File: config.mk
export PLATFORM = sky130hd
export DESIGN_NAME = fraction_arith_reduce
export DESIGN_NICKNAME = d
export VERILOG_FILES = /design/src/sv/fra_pkg.sv /design/src/sv/fra_div.sv /design/src/sv/fraction_arith_reduce.sv
export SDC_FILE = /design/constraint.sdc
export NUM_CORES = 2
export LEC_CHECK = 0
export BUFFER_PORTS_ARGS = -buffer_cell sky130_fd_sc_hd__buf_2
export CORE_MARGIN = 8
export CORE_UTILIZATION = 51
export CTS_BUF_LIST = sky130_fd_sc_hd__clkbuf_2
export DETAILED_ROUTE_END_ITERATION = 10
export MAX_ROUTING_LAYER = met4
export PLACE_DENSITY_LB_ADDON = 0.2
export SYNTH_ARGS = -nofsm -noshare
export SYNTH_HDL_FRONTEND = slang
export SYNTH_SLANG_ARGS = --single-unit
File: constraint.sdc
create_clock -name clk -period 14 [get_ports clk]
set_input_delay 2.1 -clock clk [delete_from_list [all_inputs] [get_ports clk]]
set_output_delay 2.1 -clock clk [all_outputs]
set_load 0.02 [all_outputs]
File: src/sv/fra_pkg.sv
// ----------------------------------------------------------------------------
// Fraction arithmetic package
// Shared codes, sequencer states and the request/response structs of the
// shared divider.
// ----------------------------------------------------------------------------
`default_nettype none

package fra_pkg;

	// Operation codes carried in tuser of the input beat.
	localparam logic [1:0] KIND_ADD = 2'd0;
	localparam logic [1:0] KIND_SUB = 2'd1;
	localparam logic [1:0] KIND_MUL = 2'd2;
	localparam logic [1:0] KIND_DIV = 2'd3;

	// Status codes carried in tuser of the output beat.
	localparam logic [1:0] STATUS_OK       = 2'd0;
	localparam logic [1:0] STATUS_ZERO_DEN = 2'd1;
	localparam logic [1:0] STATUS_DIV_ZERO = 2'd2;

	// Widths of the divider operands.
	localparam int unsigned DIVIDEND_W = 32;
	localparam int unsigned DIVISOR_W  = 31;

	// Sequencer states.
	typedef enum logic [3:0] {
		ST_IDLE,
		ST_MUL0,
		ST_MUL1,
		ST_MUL2,
		ST_COMB,
		ST_CHECK,
		ST_WHOLE,
		ST_GCD,
		ST_NUM,
		ST_DEN,
		ST_DONE
	} state_t;

	// Request to the shared divider.
	typedef struct packed {
		logic                  start;
		logic [DIVIDEND_W-1:0] dividend;
		logic [DIVISOR_W-1:0]  divisor;
	} div_req_t;

	// Response of the shared divider; quotient and remainder hold while done.
	typedef struct packed {
		logic                  done;
		logic [DIVIDEND_W-1:0] quotient;
		logic [DIVIDEND_W-1:0] remainder;
	} div_rsp_t;

endpackage

`default_nettype wire

File: src/sv/fra_div.sv
// ----------------------------------------------------------------------------
// Shared restoring divider
// Unsigned 32-bit by 31-bit division, one quotient bit per cycle.
// ----------------------------------------------------------------------------
`default_nettype none

module fra_div (
	input  wire             clk,
	input  wire             arst_n,
	input  wire fra_pkg::div_req_t req,
	output fra_pkg::div_rsp_t rsp
);

	localparam int unsigned CNT_W = $clog2(fra_pkg::DIVIDEND_W);

	logic                            busy_q;
	logic                            done_q;
	logic [CNT_W-1:0]                cnt_q;
	logic [fra_pkg::DIVIDEND_W-1:0]  quo_q;
	logic [fra_pkg::DIVIDEND_W-1:0]  rem_q;
	logic [fra_pkg::DIVISOR_W-1:0]   dsr_q;
	logic [fra_pkg::DIVIDEND_W:0]    shifted;
	logic [fra_pkg::DIVIDEND_W:0]    diff;

	// One trial subtraction per cycle.
	assign shifted = {rem_q, quo_q[fra_pkg::DIVIDEND_W-1]};
	assign diff    = shifted - {2'b00, dsr_q};

	// Control: busy for one pass over the dividend bits, then a done pulse.
	always_ff @(posedge clk or negedge arst_n) begin
		if (!arst_n) begin
			busy_q <= 1'b0;
			done_q <= 1'b0;
			cnt_q  <= '0;
		end else begin
			done_q <= busy_q && (cnt_q == CNT_W'(fra_pkg::DIVIDEND_W - 1));
			if (req.start) begin
				busy_q <= 1'b1;
				cnt_q  <= '0;
			end else if (busy_q) begin
				cnt_q <= cnt_q + 1'b1;
				if (cnt_q == CNT_W'(fra_pkg::DIVIDEND_W - 1)) begin
					busy_q <= 1'b0;
				end
			end
		end
	end

	// Datapath: partial remainder and quotient shift together.
	always_ff @(posedge clk) begin
		if (req.start) begin
			quo_q <= req.dividend;
			rem_q <= '0;
			dsr_q <= req.divisor;
		end else if (busy_q) begin
			if (!diff[fra_pkg::DIVIDEND_W]) begin
				rem_q <= diff[fra_pkg::DIVIDEND_W-1:0];
				quo_q <= {quo_q[fra_pkg::DIVIDEND_W-2:0], 1'b1};
			end else begin
				rem_q <= shifted[fra_pkg::DIVIDEND_W-1:0];
				quo_q <= {quo_q[fra_pkg::DIVIDEND_W-2:0], 1'b0};
			end
		end
	end

	assign rsp.done      = done_q;
	assign rsp.quotient  = quo_q;
	assign rsp.remainder = rem_q;

endmodule

`default_nettype wire

File: src/sv/fraction_arith_reduce.sv
// ----------------------------------------------------------------------------
// Fraction arithmetic with reduction
// Adds, subtracts, multiplies or divides two signed 16-bit fractions, splits
// the magnitude into a whole part and a proper fraction, and reduces that
// fraction by its GCD found with the Euclid remainder loop.
//
//   Channel | Dir | tdata (low bit up)                          | tuser
//   s_axis  | in  | num_a, den_a, num_b, den_b (64 bits)        | kind (2)
//   m_axis  | out | negative, whole_part, frac_num, frac_den,   | status (2)
//           |     | two zero pad bits (96 bits)                 |
//
// An item with a zero denominator or a division by a zero fraction goes from
// accept straight to the result, and a zero result skips the divider. A full
// item uses the shared divider for the whole part, for each Euclid step and
// for the reduced numerator and denominator, so the one-bit-per-cycle shared
// divider sets its time.
// The input is ready only when idle.
// The result holds on m_axis until taken; reset clears the sequencer.
// ----------------------------------------------------------------------------
`default_nettype none

module fraction_arith_reduce (
	input  wire         clk,
	input  wire         arst_n,
	input  wire         s_axis_tvalid,
	output logic        s_axis_tready,
	input  wire  [63:0] s_axis_tdata,  // num_a, den_a, num_b, den_b
	input  wire  [1:0]  s_axis_tuser,  // kind
	output logic        m_axis_tvalid,
	input  wire         m_axis_tready,
	output logic [95:0] m_axis_tdata,  // negative, whole_part, frac_num, frac_den, pad
	output logic [1:0]  m_axis_tuser   // status
);

	fra_pkg::state_t   state_q, state_d;
	fra_pkg::div_req_t div_req;
	fra_pkg::div_rsp_t div_rsp;

	logic [1:0]         kind_q;
	logic signed [15:0] na_q, da_q, nb_q, db_q;
	logic signed [31:0] p0_q, p1_q, p2_q;
	logic signed [15:0] mul_a, mul_b;
	logic signed [31:0] mul_p;
	logic signed [32:0] top_c, abs_top;
	logic signed [31:0] bot_c, abs_bot;
	logic [31:0]        mag_top_q;
	logic [30:0]        mag_bot_q;
	logic [30:0]        y_q, g_q, frem_q;
	logic [30:0]        t_c;
	logic               err_den, err_div;
	logic [1:0]         status_q;
	logic               neg_q;
	logic [31:0]        whole_q;
	logic [29:0]        fnum_q;
	logic [30:0]        fden_q;

	fra_div u_div (
		.clk    (clk),
		.arst_n (arst_n),
		.req    (div_req),
		.rsp    (div_rsp)
	);

	// Input checks on the incoming beat.
	assign err_den = (s_axis_tdata[31:16] == 16'd0) || (s_axis_tdata[63:48] == 16'd0);
	assign err_div = (s_axis_tuser == fra_pkg::KIND_DIV) && (s_axis_tdata[47:32] == 16'd0);

	// Shared multiplier operand selection per product step.
	always_comb begin
		mul_a = na_q;
		mul_b = db_q;
		case (state_q)
			fra_pkg::ST_MUL0: begin
				mul_a = na_q;
				mul_b = (kind_q == fra_pkg::KIND_MUL) ? nb_q : db_q;
			end
			fra_pkg::ST_MUL1: begin
				mul_a = (kind_q == fra_pkg::KIND_MUL) ? db_q : nb_q;
				mul_b = da_q;
			end
			default: begin
				mul_a = da_q;
				mul_b = db_q;
			end
		endcase
	end
	assign mul_p = mul_a * mul_b;

	// Combine the products into one signed fraction and take magnitudes.
	always_comb begin
		case (kind_q)
			fra_pkg::KIND_ADD: top_c = {p0_q[31], p0_q} + {p1_q[31], p1_q};
			fra_pkg::KIND_SUB: top_c = {p0_q[31], p0_q} - {p1_q[31], p1_q};
			default:           top_c = {p0_q[31], p0_q};
		endcase
		bot_c   = (kind_q == fra_pkg::KIND_ADD || kind_q == fra_pkg::KIND_SUB) ? p2_q : p1_q;
		abs_top = top_c[32] ? -top_c : top_c;
		abs_bot = bot_c[31] ? -bot_c : bot_c;
	end

	assign t_c = div_rsp.remainder[30:0];

	// Sequencer: next state and divider requests.
	always_comb begin
		state_d          = state_q;
		div_req.start    = 1'b0;
		div_req.dividend = mag_top_q;
		div_req.divisor  = mag_bot_q;
		case (state_q)
			fra_pkg::ST_IDLE: begin
				if (s_axis_tvalid) begin
					state_d = (err_den || err_div) ? fra_pkg::ST_DONE : fra_pkg::ST_MUL0;
				end
			end
			fra_pkg::ST_MUL0: state_d = fra_pkg::ST_MUL1;
			fra_pkg::ST_MUL1: state_d = fra_pkg::ST_MUL2;
			fra_pkg::ST_MUL2: state_d = fra_pkg::ST_COMB;
			fra_pkg::ST_COMB: state_d = fra_pkg::ST_CHECK;
			fra_pkg::ST_CHECK: begin
				if (mag_top_q == 32'd0) begin
					state_d = fra_pkg::ST_DONE;
				end else begin
					div_req.start = 1'b1;
					state_d       = fra_pkg::ST_WHOLE;
				end
			end
			fra_pkg::ST_WHOLE: begin
				if (div_rsp.done) begin
					if (div_rsp.remainder == 32'd0) begin
						state_d = fra_pkg::ST_DONE;
					end else begin
						div_req.start    = 1'b1;
						div_req.dividend = {1'b0, mag_bot_q};
						div_req.divisor  = t_c;
						state_d          = fra_pkg::ST_GCD;
					end
				end
			end
			fra_pkg::ST_GCD: begin
				if (div_rsp.done) begin
					div_req.start = 1'b1;
					if (t_c == 31'd0) begin
						div_req.dividend = {1'b0, frem_q};
						div_req.divisor  = y_q;
						state_d          = fra_pkg::ST_NUM;
					end else begin
						div_req.dividend = {1'b0, y_q};
						div_req.divisor  = t_c;
					end
				end
			end
			fra_pkg::ST_NUM: begin
				if (div_rsp.done) begin
					div_req.start    = 1'b1;
					div_req.dividend = {1'b0, mag_bot_q};
					div_req.divisor  = g_q;
					state_d          = fra_pkg::ST_DEN;
				end
			end
			fra_pkg::ST_DEN: begin
				if (div_rsp.done) begin
					state_d = fra_pkg::ST_DONE;
				end
			end
			fra_pkg::ST_DONE: begin
				if (m_axis_tready) begin
					state_d = fra_pkg::ST_IDLE;
				end
			end
			default: state_d = fra_pkg::ST_IDLE;
		endcase
	end

	// State register.
	always_ff @(posedge clk or negedge arst_n) begin
		if (!arst_n) begin
			state_q <= fra_pkg::ST_IDLE;
		end else begin
			state_q <= state_d;
		end
	end

	// Datapath registers.
	always_ff @(posedge clk) begin
		case (state_q)
			fra_pkg::ST_IDLE: begin
				kind_q   <= s_axis_tuser;
				na_q     <= s_axis_tdata[15:0];
				da_q     <= s_axis_tdata[31:16];
				nb_q     <= s_axis_tdata[47:32];
				db_q     <= s_axis_tdata[63:48];
				status_q <= err_den ? fra_pkg::STATUS_ZERO_DEN :
				            err_div ? fra_pkg::STATUS_DIV_ZERO : fra_pkg::STATUS_OK;
				neg_q    <= 1'b0;
				whole_q  <= '0;
				fnum_q   <= '0;
				fden_q   <= 31'd1;
			end
			fra_pkg::ST_MUL0: p0_q <= mul_p;
			fra_pkg::ST_MUL1: p1_q <= mul_p;
			fra_pkg::ST_MUL2: p2_q <= mul_p;
			fra_pkg::ST_COMB: begin
				mag_top_q <= abs_top[31:0];
				mag_bot_q <= abs_bot[30:0];
				neg_q     <= (top_c != 33'sd0) && (top_c[32] ^ bot_c[31]);
			end
			fra_pkg::ST_WHOLE: begin
				if (div_rsp.done) begin
					whole_q <= div_rsp.quotient;
					frem_q  <= t_c;
					y_q     <= t_c;
				end
			end
			fra_pkg::ST_GCD: begin
				if (div_rsp.done) begin
					y_q <= t_c;
					if (t_c == 31'd0) begin
						g_q <= y_q;
					end
				end
			end
			fra_pkg::ST_NUM: begin
				if (div_rsp.done) begin
					fnum_q <= div_rsp.quotient[29:0];
				end
			end
			fra_pkg::ST_DEN: begin
				if (div_rsp.done) begin
					fden_q <= div_rsp.quotient[30:0];
				end
			end
			default: begin
			end
		endcase
	end

	// Handshakes and packed result.
	assign s_axis_tready = (state_q == fra_pkg::ST_IDLE);
	assign m_axis_tvalid = (state_q == fra_pkg::ST_DONE);
	assign m_axis_tdata  = {2'b00, fden_q, fnum_q, whole_q, neg_q};
	assign m_axis_tuser  = status_q;

endmodule

`default_nettype wire

---- Word level (Yosys, flattened, before mapping) ----
Index checks and enable logic that the tools add are counted.
word-level totals
  logic and storage cells ................. 126
  output and inout bits ................... 100
  bits of input ports ..................... 70
  register bits ........................... 520
cells by class
  reduce and logical (&&, ||, !) cells .... 28
  add/subtract/negate cells ............... 6
  $mul .................................... 1
  equal/unequal tests ..................... 21
  mux-type cells .......................... 44
  bitwise gates (word level) .............. 1
operator list
  operator             count
  $mux W64             4
  $mux W32             6
  $pmux W63 S3         1
  $pmux W33 S2         1
  $logic_not A32 Y1    2
  $pmux W16 S2         2
  $pmux W32 S2         1
  $mux W31             2
  $mux W62             1
  $pmux W31 S2         1
  $pmux W30 S2         1
  $logic_not A16 Y1    3
  $pmux W4 S11         1
  $mux W4              10
  $add A32 B32 Y33     1
  $reduce_bool A33 Y1  1
  $sub A32 B32 Y33     1
  $sub A33 B31 Y33     1
  $mul A16 B16 Y32     1
  $mux W16             2
  $neg A32 Y32         1
  $logic_not A31 Y1    1
  $neg A31 Y31         1
  $mux W30             1
  25 further kinds     54

---- Longest topological paths before layout ----
  word-level depth ........................ 6
  gate-level depth with buffers ........... 33

---- Modules after synthesis ----
Synthesis repeated with hierarchy kept, for this count alone.
unflattened totals
  cell total of the unflattened synthesis .. 3678
  area, all modules ....................... 37841.3 µm²
modules (own cells, without submodules)
  module                 times used  cells each  area each (µm²)
  fraction_arith_reduce  1           3090        31970.7
  fra_div                1           588         5870.6

---- Worst setup path after synthesis ----
OpenSTA, ideal clock, no wires.
  path kind ............................... reg2reg
  start ................................... reg state_q[0]
  end ..................................... reg p0_q[31] (data pin)
  arrival ................................. 8.505 ns
  path slack .............................. 5.226 ns
  cell stages (with the launch flop) ...... 30
  buffers on the path ..................... 2
  cell sequence ........................... dfrtp_1 > nor2b_1 > nand2_1 > inv_1 > clkbuf_1 > nor2_1 > clkbuf_1 > a221oi_1 > nor2_1 > fa_1 > inv_1 > fa_1 > fa_1 > inv_1 > fa_1 > fa_1 > inv_1 > fa_1 > inv_1 > ha_1 > a21o_1 > a21o_1 > a21o_1 > a21oi_1 > o221ai_1 > o31ai_1 > o311ai_0 > a21o_1 > a21oi_1 > xnor2_1
between the ends
  longest elaborated chain between the ends .. 3
ends and longest elaborated chain
  element                                       line                          text
  start: declaration                            fraction_arith_reduce.sv:35   fra_pkg::state_t state_q, state_d;
  start signal: assignment                      fraction_arith_reduce.sv:177  state_q <= fra_pkg::ST_IDLE;
  start signal: assignment                      fraction_arith_reduce.sv:179  state_q <= state_d;
  $eq A4 B2 Y1 or $eq A4 B1 Y1 (tied branches)  fraction_arith_reduce.sv:72   case (state_q)
  $pmux W16 S2                                  fraction_arith_reduce.sv:72
  $mul A16 B16 Y32 (*)                          fraction_arith_reduce.sv:87   assign mul_p = mul_a * mul_b;
  named net mul_p[31]                           fraction_arith_reduce.sv:43   logic signed [31:0] mul_p;
  end signal: assignment                        fraction_arith_reduce.sv:199  fra_pkg::ST_MUL0: p0_q <= mul_p;
  end: declaration                              fraction_arith_reduce.sv:41   logic signed [31:0] p0_q, p1_q, p2_q;
Mark *: on every way through the listed nets, which the timed path passes. The rest lies on a longest branch.
A chain may end at the register's enable or synchronous reset.

---- Worst setup path in the final report ----
  start ................................... reg state_q[1]
  end ..................................... reg p0_q[31] (data pin)
The elaborated chain is that of the path after synthesis.

==> out/results.ini <==
[routing]
drt-pass1-iter-count=6
drc_errors=0
via_count=27473
ant_nets=0
routed_wl_um=97800
first_iter_violations=2216
wl_per_cell_um=20.4
viasPerCell=5.74

[status]
status=finished, final reports clean

[sta]
hold_violations=0
timing.fmax_mhz=99.8
setup-violations-final=0
timing.setup.tns_ps=0
drv_slew=0
min_period_ps=10020
relSlewSlack_pct=11.8
finalClockSkew_ps=119
period_share_pct=71.6
rsz0062_at_grt=false
worst_slew_pin_slew_ps=1320

[global_route]
grt_pass1_wl_um=155000
antenna_found_initial=2
grt_pass1_vias=28118
grt_max_degree=80
grt_overflow=0
track_usage_pct=24.6

[floorplanning]
io_pins=170
die_h_um=284
design.core.area_sq_um=71400
die_area_sq_um=80900
std_cell_rows=98
start_util_pct=51.5
die_x_um=284

[clocking]
cts_sinks=520
htreeDepth=4
clk_latency_ps=1350
clockRootBuffer=clkbuf_2
cts_tree=yes
cts_buffers=135
cts_resized=0
postCtsHoldBufs=0
cts_buffer_depth=3
clk_pin_slew_ps=120
cts_setup_buffers=0

[synth]
ys.flop_type=edfxtp_1
synthMostInstantiatedCell=edfxtp_1
synth_area_sq_um=36700
synth.avg_cell_area_sq_um=10.4
ys_seq_elements=520
synthCells=3517
async_flop_share_pct=2.12
ys_top_cells_by_count=477 x edfxtp_1, 373 x inv_1, 351 x nand2_1
synthTopCellsByArea=edfxtp_1 39%, fa_1 14%, ha_1 5.1%, inv_1 3.8%, nand2_1 3.6%
synth_top_cell_by_area=edfxtp_1
ys_seq_area_share_pct=41.5
synth_top_area_share_pct=39.0
synth_cell_types=93
yosysWarnings=0
synth_edf_count=477

[critical_path]
critPathArrivalTime_ps=11010
cp-end-kind=register
rr_startpoint=state_q[1]$_DFFE_PN0P_
r2r_slack_ps=3980
required_ps=14990
crit_path_frequent_cell=fa_1
path_max_fanout=40
crit_type=reg2reg
rr_worst_depth=30
slowest_stage=dfrtp_1
crit_path_max_incr_delay_ps=790
r2r-end=p0_q[31]$_DFFE_PN_
start_kind=register

[hold_path]
holdPathEnd=g_q[21]$_DFFE_PP_
hp-class=reg2reg
whs_path_depth=0
min_from=y_q[21]$_DFFE_PP_

[run]
maxCapViolations=0

[placement]
gp_congestion=0.970
io_buffer_count=167
hpwl_um=75000

[final_layout]
layout.nets=4218
flow.area_growth_from_synthesis_pct=8.82
drive_above_1_share_pct=13.0

critical path, delay by kind of cell (launching register included):
| family | cells | cell delay (ps) |
|---|---|---|
| compound gates | 10 | 2860 |
| xor+xnor | 1 | 110 |
| fa+ha+maj | 7 | 3360 |
| buf+inv | 8 | 1570 |
| flops | 1 | 790 |
| simple gates | 4 | 990 |
worst max path at each step:
stage,from,slack (ps),to
after floorplan,state_q[0]$_DFFE_PN0P_,5230,p0_q[31]$_DFFE_PN_
after detailed placement,state_q[1]$_DFFE_PN0P_,4110,p2_q[31]$_DFFE_PP_
after global routing,state_q[1]$_DFFE_PN0P_,3410,p0_q[31]$_DFFE_PN_
after global placement,state_q[1]$_DFFE_PN0P_,4270,p0_q[31]$_DFFE_PN_
after CTS,state_q[1]$_DFFE_PN0P_,4090,p0_q[31]$_DFFE_PN_
final,state_q[1]$_DFFE_PN0P_,3980,p0_q[31]$_DFFE_PN_
cells in the final DEF (no fill, tap or decap), types with 10 or more instances in the layout:
master    Yosys  routed
buf_2        13     167
fa_1        264     264
and2_1       83      82
or2_2        14      14
dfxtp_1      32      32
mux2i_1      81      81
nand2_1     351     351
nand2b_1     32      32
dfrtp_1      11      10
xnor2_1     109     109
buf_4         5      66
nand3_1      37      37
or3_1        15      15
nor4_1       41      39
o21ai_0     189     188
a222oi_1     12      12
clkbuf_2      1     182
inv_1       373     371
o21a_1       19      19
ha_1        150     150
a21o_1       53      53
a22oi_1      32      32
xor2_1       52      52
a221oi_1     45      44
nand4_1      22      22
and3_1       57      57
o21bai_1     14      14
a31oi_1      35      35
edfxtp_1    477     477
o31ai_1      17      17
a21oi_1     160     157
nor3_1       54      52
a221o_1      44      44
a211oi_1     15      15
nor2_1      306     301
clkinv_1      3      35
o211ai_1     16      16
cell type report:
class | instances | area, sq um
inverter | 376 | 1410
tap | 950 | 1190
fill | 6374 | 31400
antenna | 2 | 5.00
multi-input combinational | 2468 | 19600
clock inverter | 54 | 318
timing repair buffer | 233 | 1330
clock buffer | 182 | 911
sequential | 520 | 15200
per-layer routing:
layer  share of wire, %  vias to the layer above  global-route usage [%]
met5                  0                        -                       -
met1                 40                    13328                    28.6
li1                   -                    12950                       -
met4                4.2                        0                    10.3
met2                 50                      957                    42.0
met3                5.6                      238                    4.36
flip-flops by register name, indices dropped and copies added (netlist names), 32 cells and up:
register	count
p0_q	32
p2_q	32
mag_top_q	32
u_div.quo_q	32
u_div.rem_q	32
whole_q	32
p1_q	32
kinds of logic (layout without fill, tap and decap cells):
family,Yosys count,in the layout,synth area share (%)
buffers and inverters,530,845,5.54
AO/OA/AOI/OAI,742,742,13.7
XOR/XNOR,162,162,3.88
AND/OR/NAND/NOR,1064,1064,13.6
multiplexers,84,84,2.30
other,1,4,0.0102
flip-flops,520,520,41.5
adder cells (fa/ha/maj),414,414,19.5
metrics by stage:
step / cell area [sq um] / cells / worst slack (ps) / hold slack [ps] / util [%]
final: 40000 / 4785 / 3980 / 422 / 56.0
after global routing: 40000 / 4785 / 3410 / 426 / 56.0
after detailed placement: 38700 / 4547 / 4110 / 469 / 54.3
after global placement: 38700 / 4547 / 4270 / 465 / 54.3
after floorplan: 36700 / 3518 / 5230 / 448 / -
after CTS: 40000 / 4783 / 4090 / 421 / 56.0
Power is left out: the tool's default activity adds up to more than one toggle a clock period on the data nets, which glitch-free logic cannot reach.
